[src/design/assert_macros.svh]
// Assertion macros shared by the deframer RTL.
// No dependencies; include by bare file name.
`ifndef ASSERT_MACROS_SVH
`define ASSERT_MACROS_SVH

// Property must hold at every clock edge outside reset.
`define ASSERT_HOLDS(lbl, clk, rst_n, prop) \
	lbl: assert property (@(posedge clk) disable iff (!rst_n) (prop)) \
		else $error("assertion failed");

// Expression must never be true outside reset.
`define ASSERT_NEVER(lbl, clk, rst_n, expr) \
	lbl: assert property (@(posedge clk) disable iff (!rst_n) !(expr)) \
		else $error("forbidden condition seen");

`endif

[src/design/slfd_pkg.sv]
// Package for the sync/type/length frame deframer.
// Holds register indexes, widths and reset values; no dependencies.
`default_nettype none

package slfd_pkg;

	localparam int HEADER_BYTES = 5;
	localparam int FILL_W       = 3;
	localparam int CFG_IDX_W    = 2;
	localparam int CFG_DATA_W   = 16;

	typedef logic [CFG_IDX_W-1:0] cfg_idx_t;

	localparam cfg_idx_t CFG_SYNC_FIRST  = 2'd0;
	localparam cfg_idx_t CFG_SYNC_SECOND = 2'd1;
	localparam cfg_idx_t CFG_MAX_PAYLOAD = 2'd2;

	localparam logic [7:0]  SYNC_FIRST_RST  = 8'hAA;
	localparam logic [7:0]  SYNC_SECOND_RST = 8'h55;
	localparam logic [15:0] MAX_PAYLOAD_RST = 16'd1024;

endpackage

`default_nettype wire

[src/design/slfd_if.sv]
// Stream channel interfaces for the deframer: raw bytes in, frame beats out.
// Valid/ready handshake; no dependencies.
`default_nettype none

interface slfd_byte_if;
	logic       valid;
	logic       ready;
	logic [7:0] data_byte;

	modport source (output valid, output data_byte, input ready);
	modport sink   (input valid, input data_byte, output ready);
endinterface

interface slfd_frame_if;
	logic        valid;
	logic        ready;
	logic [7:0]  frame_type;
	logic [7:0]  payload_byte;
	logic        payload_valid;
	logic        frame_end;
	logic [15:0] payload_length;
	logic [31:0] resync_total;

	modport source (output valid, output frame_type, output payload_byte,
		output payload_valid, output frame_end, output payload_length,
		output resync_total, input ready);
	modport sink   (input valid, input frame_type, input payload_byte,
		input payload_valid, input frame_end, input payload_length,
		input resync_total, output ready);
endinterface

`default_nettype wire

[src/design/sync_length_frame_deframer_top.sv]
// Channel   Dir  Beat
// rx        in   one raw link byte (data_byte)
// frame     out  type, payload byte, valid/end marks, length, resync total
// cfg_*     in   register write: sync_first, sync_second, max_payload
//
// A payload byte is accepted, then loaded into the output register in the load state.
// A header byte is accepted, then checked in the scan loop, one window check per cycle
// (each slip drops one byte and checks again; up to 5 slips, then one last check).
// An empty frame then passes to the load state to load its result.
// arst_n clears control state and loads register reset values.
// The output register frees rx while a beat waits on frame.ready; a new
// result stalls in the load state until that register is free.
// Depends on slfd_pkg, slfd_if.sv and assert_macros.svh.
`default_nettype none
`include "assert_macros.svh"

module sync_length_frame_deframer_top (
	input  wire logic                         clk,
	input  wire logic                         arst_n,
	slfd_byte_if.sink                         rx,
	slfd_frame_if.source                      frame,
	input  wire logic                         cfg_we,
	input  wire slfd_pkg::cfg_idx_t           cfg_index,
	input  wire logic [slfd_pkg::CFG_DATA_W-1:0] cfg_data
);

	localparam logic [1:0] ST_IDLE = 2'd0;
	localparam logic [1:0] ST_SCAN = 2'd1;
	localparam logic [1:0] ST_EMIT = 2'd2;

	localparam logic [slfd_pkg::FILL_W-1:0] FILL_FULL =
		slfd_pkg::FILL_W'(slfd_pkg::HEADER_BYTES);

	logic [1:0]  state_q;
	logic [7:0]  sync_first_q;
	logic [7:0]  sync_second_q;
	logic [15:0] max_payload_q;

	logic [7:0]                   win_q [slfd_pkg::HEADER_BYTES];
	logic [slfd_pkg::FILL_W-1:0]  fill_q;
	logic                         in_payload_q;
	logic [15:0]                  bytes_left_q;
	logic [7:0]                   cur_type_q;
	logic [15:0]                  cur_len_q;
	logic [31:0]                  resync_q;

	logic [7:0] pend_byte_q;
	logic       pend_valid_q;
	logic       pend_end_q;

	logic        out_valid_q;
	logic [7:0]  out_type_q;
	logic [7:0]  out_byte_q;
	logic        out_pv_q;
	logic        out_end_q;
	logic [15:0] out_len_q;
	logic [31:0] out_resync_q;

	logic        rx_fire;
	logic        out_free;
	logic        load_out;
	logic        bad_first;
	logic        bad_second;
	logic        win_full;
	logic [15:0] hdr_len;
	logic        too_long;
	logic        drop;
	logic        hdr_ok;
	logic [15:0] left_next;

	assign rx.ready = (state_q == ST_IDLE);
	assign rx_fire  = rx.valid && rx.ready;
	assign out_free = !out_valid_q || frame.ready;
	assign load_out = (state_q == ST_EMIT) && out_free;

	// One window check per scan cycle, in priority order.
	assign bad_first  = (fill_q >= 3'd1) && (win_q[0] != sync_first_q);
	assign bad_second = (fill_q >= 3'd2) && (win_q[1] != sync_second_q);
	assign win_full   = (fill_q == FILL_FULL);
	assign hdr_len    = {win_q[4], win_q[3]};
	assign too_long   = hdr_len > max_payload_q;
	assign drop       = bad_first || bad_second || (win_full && too_long);
	assign hdr_ok     = !bad_first && !bad_second && win_full && !too_long;
	assign left_next  = bytes_left_q - 16'd1;

	always_ff @(posedge clk or negedge arst_n) begin
		if (!arst_n) begin
			sync_first_q  <= slfd_pkg::SYNC_FIRST_RST;
			sync_second_q <= slfd_pkg::SYNC_SECOND_RST;
			max_payload_q <= slfd_pkg::MAX_PAYLOAD_RST;
		end else if (cfg_we) begin
			case (cfg_index)
				slfd_pkg::CFG_SYNC_FIRST:  sync_first_q  <= cfg_data[7:0];
				slfd_pkg::CFG_SYNC_SECOND: sync_second_q <= cfg_data[7:0];
				slfd_pkg::CFG_MAX_PAYLOAD: max_payload_q <= cfg_data;
				default: ;
			endcase
		end
	end

	always_ff @(posedge clk or negedge arst_n) begin
		if (!arst_n) begin
			state_q      <= ST_IDLE;
			fill_q       <= '0;
			in_payload_q <= 1'b0;
			bytes_left_q <= '0;
			cur_type_q   <= '0;
			cur_len_q    <= '0;
			resync_q     <= '0;
		end else begin
			case (state_q)
				ST_IDLE: begin
					if (rx_fire) begin
						if (in_payload_q) begin
							bytes_left_q <= left_next;
							if (left_next == 16'd0)
								in_payload_q <= 1'b0;
							state_q <= ST_EMIT;
						end else begin
							if (fill_q < FILL_FULL)
								fill_q <= fill_q + 3'd1;
							state_q <= ST_SCAN;
						end
					end
				end
				ST_SCAN: begin
					if (drop) begin
						// slip one byte and check the window again
						if (fill_q != '0)
							fill_q <= fill_q - 3'd1;
						resync_q <= resync_q + 32'd1;
					end else if (hdr_ok) begin
						cur_type_q <= win_q[2];
						cur_len_q  <= hdr_len;
						fill_q     <= '0;
						if (hdr_len == 16'd0) begin
							state_q <= ST_EMIT;
						end else begin
							in_payload_q <= 1'b1;
							bytes_left_q <= hdr_len;
							state_q      <= ST_IDLE;
						end
					end else begin
						state_q <= ST_IDLE;
					end
				end
				ST_EMIT: begin
					if (out_free)
						state_q <= ST_IDLE;
				end
				default: state_q <= ST_IDLE;
			endcase
		end
	end

	// Window storage and pending result: data only, no reset.
	always_ff @(posedge clk) begin
		if (rx_fire) begin
			if (in_payload_q) begin
				pend_byte_q  <= rx.data_byte;
				pend_valid_q <= 1'b1;
				pend_end_q   <= (left_next == 16'd0);
			end else if (fill_q < FILL_FULL) begin
				win_q[fill_q] <= rx.data_byte;
			end
		end else if (state_q == ST_SCAN) begin
			if (drop) begin
				for (int k = 0; k < slfd_pkg::HEADER_BYTES - 1; k++)
					win_q[k] <= win_q[k+1];
			end else if (hdr_ok) begin
				pend_byte_q  <= 8'd0;
				pend_valid_q <= 1'b0;
				pend_end_q   <= 1'b1;
			end
		end
	end

	always_ff @(posedge clk or negedge arst_n) begin
		if (!arst_n)
			out_valid_q <= 1'b0;
		else if (load_out)
			out_valid_q <= 1'b1;
		else if (frame.ready)
			out_valid_q <= 1'b0;
	end

	always_ff @(posedge clk) begin
		if (load_out) begin
			out_type_q   <= cur_type_q;
			out_byte_q   <= pend_byte_q;
			out_pv_q     <= pend_valid_q;
			out_end_q    <= pend_end_q;
			out_len_q    <= cur_len_q;
			out_resync_q <= resync_q;
		end
	end

	assign frame.valid          = out_valid_q;
	assign frame.frame_type     = out_type_q;
	assign frame.payload_byte   = out_byte_q;
	assign frame.payload_valid  = out_pv_q;
	assign frame.frame_end      = out_end_q;
	assign frame.payload_length = out_len_q;
	assign frame.resync_total   = out_resync_q;

	`ASSERT_NEVER(a_fill_bound, clk, arst_n, fill_q > FILL_FULL)
	`ASSERT_HOLDS(a_payload_empty_win, clk, arst_n, in_payload_q |-> (fill_q == '0))
	`ASSERT_HOLDS(a_payload_left, clk, arst_n, in_payload_q |-> (bytes_left_q != 16'd0))
	`ASSERT_HOLDS(a_slip_counts, clk, arst_n,
		(state_q == ST_SCAN && drop) |=> (resync_q == $past(resync_q) + 32'd1))

endmodule

`default_nettype wire
[src/flat_wrapper.sv]
// flat-port wrapper written by rule: the top's interface ports become plain ports
module sync_length_frame_deframer_top_flat 
  (clk, arst_n, cfg_we, cfg_index, cfg_data, rx_valid, rx_data_byte, rx_ready, frame_valid, frame_frame_type, frame_payload_byte, frame_payload_valid, frame_frame_end, frame_payload_length, frame_resync_total, frame_ready);
  slfd_byte_if rx_i ();
  slfd_frame_if frame_i ();
  input  wire logic clk;
  input  wire logic arst_n;
  input  wire logic cfg_we;
  input  wire slfd_pkg::cfg_idx_t cfg_index;
  input  wire logic [slfd_pkg::CFG_DATA_W-1:0] cfg_data;
  input wire logic [$bits(rx_i.valid)-1:0] rx_valid;
  input wire logic [$bits(rx_i.data_byte)-1:0] rx_data_byte;
  output wire logic [$bits(rx_i.ready)-1:0] rx_ready;
  output wire logic [$bits(frame_i.valid)-1:0] frame_valid;
  output wire logic [$bits(frame_i.frame_type)-1:0] frame_frame_type;
  output wire logic [$bits(frame_i.payload_byte)-1:0] frame_payload_byte;
  output wire logic [$bits(frame_i.payload_valid)-1:0] frame_payload_valid;
  output wire logic [$bits(frame_i.frame_end)-1:0] frame_frame_end;
  output wire logic [$bits(frame_i.payload_length)-1:0] frame_payload_length;
  output wire logic [$bits(frame_i.resync_total)-1:0] frame_resync_total;
  input wire logic [$bits(frame_i.ready)-1:0] frame_ready;
  assign rx_i.valid = rx_valid;
  assign rx_i.data_byte = rx_data_byte;
  assign rx_ready = rx_i.ready;
  assign frame_valid = frame_i.valid;
  assign frame_frame_type = frame_i.frame_type;
  assign frame_payload_byte = frame_i.payload_byte;
  assign frame_payload_valid = frame_i.payload_valid;
  assign frame_frame_end = frame_i.frame_end;
  assign frame_payload_length = frame_i.payload_length;
  assign frame_resync_total = frame_i.resync_total;
  assign frame_i.ready = frame_ready;
  sync_length_frame_deframer_top u_core (.clk(clk), .arst_n(arst_n), .rx(rx_i), .frame(frame_i), .cfg_we(cfg_we), .cfg_index(cfg_index), .cfg_data(cfg_data));
endmodule
[config.mk]
export PLATFORM = sky130hd
export DESIGN_NAME = sync_length_frame_deframer_top_flat
export DESIGN_NICKNAME = d
export VERILOG_FILES = /design/src/design/slfd_pkg.sv /design/src/design/slfd_if.sv /design/src/design/sync_length_frame_deframer_top.sv /design/src/flat_wrapper.sv
export VERILOG_INCLUDE_DIRS = /design/src /design/src/design
export SDC_FILE = /design/constraint.sdc
export NUM_CORES = 1
export LEC_CHECK = 0
export ABC_AREA = 1
export BUFFER_PORTS_ARGS = -buffer_cell sky130_fd_sc_hd__buf_2
export CORE_ASPECT_RATIO = 2
export CORE_UTILIZATION = 50
export CTS_CLUSTER_DIAMETER = 150
export DETAILED_ROUTE_END_ITERATION = 12
export HOLD_SLACK_MARGIN = 0.08
export PLACE_DENSITY = 0.69
export SLEW_MARGIN = 15
export SYNTH_ARGS = -nofsm -noshare
export SYNTH_HDL_FRONTEND = slang
export SYNTH_SLANG_ARGS = --single-unit
[constraint.sdc]
create_clock -name clk -period 5.1 [get_ports clk]
set_input_delay 0 -clock clk [delete_from_list [all_inputs] [get_ports clk]]
set_output_delay 0 -clock clk [all_outputs]
set_load 0.02 [all_outputs]
==> results.txt <==
Net count after synthesis: 1105
Top FF cell, synth: edfxtp_1
Non-filler instance count after layout: 1447
Setup WS post-layout: 1.794 ns
Comb power frac: 32.6%
Final Critical Period: 3.306 ns
Post-synthesis sequential area ratio: 61.07%
Detailed Place HPWL: 19.34 mm
Pre-CTS WS: 1.856 ns
Sw Ratio: 38.20%
Startpoint types: register
H-tree levels: 1
Vias/cell: 5.314
Crit path buffers/inverters: 3
CP Capture Type: register
Synth warnings: 0
CTS tree: done
Starting Density: 51.35%
Antenna fix cells: 0
Syn Area/Cell: 9.782 µm²
Rows: 73
1st-pass router iterations: 8
RSZ-0062 raised after global routing: no
Die ar.: 0.02115 mm²
Worst-path cell chain: inv_1 -> nand2_1 -> inv_1 -> nand2_4 -> inv_1 -> nand2_1 -> nand2_1 -> nand2_1
Cell variety after synth: 40
Largest cells by area after synthesis: edfxtp_1 34%, dfrtp_1 25%, nand2_1 9.8%
Fraction of layout cells with a size suffix above 1: 13.59%
Critical Path Start: u_core.state_q[1]$_DFFE_PN0P_
Hold Crit Class: input port to register
Commonest cells after routing, fill and taps aside: 269 x nand2_1, 119 x inv_1, 116 x edfxtp_1
Post-synth EDFFs: 116
First-pass GRT wire length: 41.00 mm
CTS Buffer Depth: 3
Share of the synthesized area in the top cell type: 33.91%
Sw Pwr: 2.539 mW
TNS Setup: 0 ns
Critical Path Max Stage Delay: 0.74 ns
CP arrival: 3.69 ns
Maxcap violations: 0
I/O pins: 99
Cells after DPL: 1387
Part of the power in registers: 44.9%
Clock slew at reported path FFs: 0.07 ns
Gpl congestion: 0.9526
Outcome: finished, final reports clean
LEAKAGE: 5.422 nW
Core region area: 0.02000 mm²
CP max FO: 70
Slowest CP cell: inv_1
Final core utilization: 59.32%
Hold Path Origin: cfg_we
Total track usage: 26.56%
Residual DRC: 0
Cell family with most CP delay: buffers and inverters
Cts-stage hold buffer count: 27
PD cells: 560.3 mW/mm²
Antenna violations before repair: 0
Most used cell along the critical path: nand2_1
Slew of the pin with the lowest slew margin: 1.160 ns
Critical Path RT: 5.48 ns
Tot Pwr: 6.648 mW
Clock Power Share: 22.5%
Largest net degree at the start of global routing: 71
Internal: 4.108 mW
Post-CTS resize count: 0
Post-route ant nets: 0
Cells after synthesis: 1050
Max Fclk: 302.5 MHz
Final cycle utilization of the critical path: 64.82%
Worst-skew pair later-pin latency: 0.49 ns
Die W: 103.3 µm
Register bit total from synthesis: 227
Setup bufs post-CTS: 0
Final Hold Violating Endpoints: 0
I/O Buffers: 98
CTS root buf: clkbuf_16
Post-synth ARST share: 48.90%
IR drop worst, VDD: 0.3024 mV
Commonest non-fill, non-tap cell in the layout: nand2_1
Remaining Overflow, GRT: 0
Syn Std Cell Area: 0.01027 mm²
Fin nets: 1228
Reg-to-Reg Start: u_core.state_q[1]$_DFFE_PN0P_
Rel. slew slack: 22.43%
Initial DRC count: 407
WS Path Type: register to register
Vias: 7690
Vias in the first global route: 7824
Clock tree sinks: 227
WL final: 26.90 mm
Final Max Slew Viols: 0
DIE HEIGHT: 204.7 µm
Final Skew: 0.008513 ns
CTS Buf Count: 19
Final setup fails: 0
Yosys top cell by area: edfxtp_1
Syn-to-layout area delta: 15.52%
Drt wl/cell: 18.59 µm
[final timing paths]
kind / slack [ns] / end / depth (start not counted)
worst max-delay path: 1.79 / u_core.resync_q[10]$_DFFE_PN0P_ / 8
min in group asynchronous: 0.17 / u_core.resync_q[19]$_DFFE_PN0P_ / 2
worst min register to register: 0.42 / u_core.frame.frame_end$_DFFE_PP_ / 0
worst max register to register: 1.79 / u_core.resync_q[10]$_DFFE_PN0P_ / 8
worst min-delay path: 0.16 / u_core.sync_first_q[5]$_DFFE_PN1P_ / 3
max in group asynchronous: 3.75 / u_core.bytes_left_q[4]$_DFFE_PN0P_ / 3
[Yosys cell counts (4+ instances only)]
master,number
nand2_1,269
inv_1,119
edfxtp_1,116
dfrtp_1,102
nor2_1,98
o21ai_0,84
nand3_1,34
o21ai_1,32
xor2_1,25
ha_1,24
a21oi_1,21
nand4_1,17
xnor2_1,17
nor3_1,14
clkbuf_1,10
dfstp_2,9
buf_2,7
buf_6,7
nand3b_1,6
nand2_2,5
o21ai_2,5
nor2_2,4
nor4_1,4
[sequential cells by signal, summed over array words and instances (netlist names), 3 cells and up]
register,flops
u_core.sync_first_q,8
u_core.pend_byte_q,8
u_core.resync_q,32
u_core.sync_second_q,8
u_core.win_q,40
u_core.bytes_left_q,16
u_core.max_payload_q,16
u_core.cur_type_q,8
u_core.fill_q,3
u_core.frame.payload_length,16
u_core.frame.resync_total,32
u_core.cur_len_q,16
u_core.frame.frame_type,8
u_core.frame.payload_byte,8
[per-stage QoR]
step	cell area, µm²	hold WS, ns
after floorplan	10270	-0.2956
after global placement	10960	0.1805
after detailed placement	10960	0.1802
after CTS	11870	0.1577
after global routing	11870	0.2369
final	11870	0.1631
[power by group through the flow]
stage                     Clock [mW]  Combinational (mW)  Sequential [mW]
after floorplan                    0                1.54             2.96
after global placement             0                2.08             3.01
after detailed placement           0                2.13             3.02
after CTS                       1.52                2.16             2.99
after global routing            1.58                2.46             3.04
final                           1.50                2.16             2.99
[kinds of logic after synthesis]
kind of cell / Yosys count / share of synthesized area [%]
and+or+nand+nor: 459 / 18.70
DFF: 227 / 61.07
AOI/OAI and AO/OA: 149 / 7.601
buffers and inverters: 149 / 6.127
xor gates and xnor gates: 42 / 3.581
adders and majority gates: 24 / 2.924
[cell type report]
type / instances / area (µm²)
Timing Repair Buffer: 129 / 793.3
Clock buffer: 26 / 543.0
Inverter: 122 / 457.9
Multi-Input combinational cell: 674 / 3382
Sequential cell: 227 / 6272
Tap cell: 262 / 327.8
Clock inverter: 7 / 88.84
Fill cell: 1712 / 8138
[metal layers]
| layer | vias up | wire length [µm] | GRT usage (%) |
|---|---|---|---|
| li1 | 3675 | - | - |
| met1 | 3661 | 8922 | 26.06 |
| met2 | 238 | 14620 | 48.77 |
| met3 | 116 | 865 | 2.422 |
| met4 | 0 | 2488 | 21.23 |
| met5 | - | 0 | 0 |
[worst register-to-register path: cells and delay by family, from the launching register on]
family / cells / cell delay, ns
buffers and inverters: 3 / 1.56
flip-flops: 1 / 0.38
AND/OR/NAND/NOR: 5 / 1.25
(Power assumes the default switching activity.)
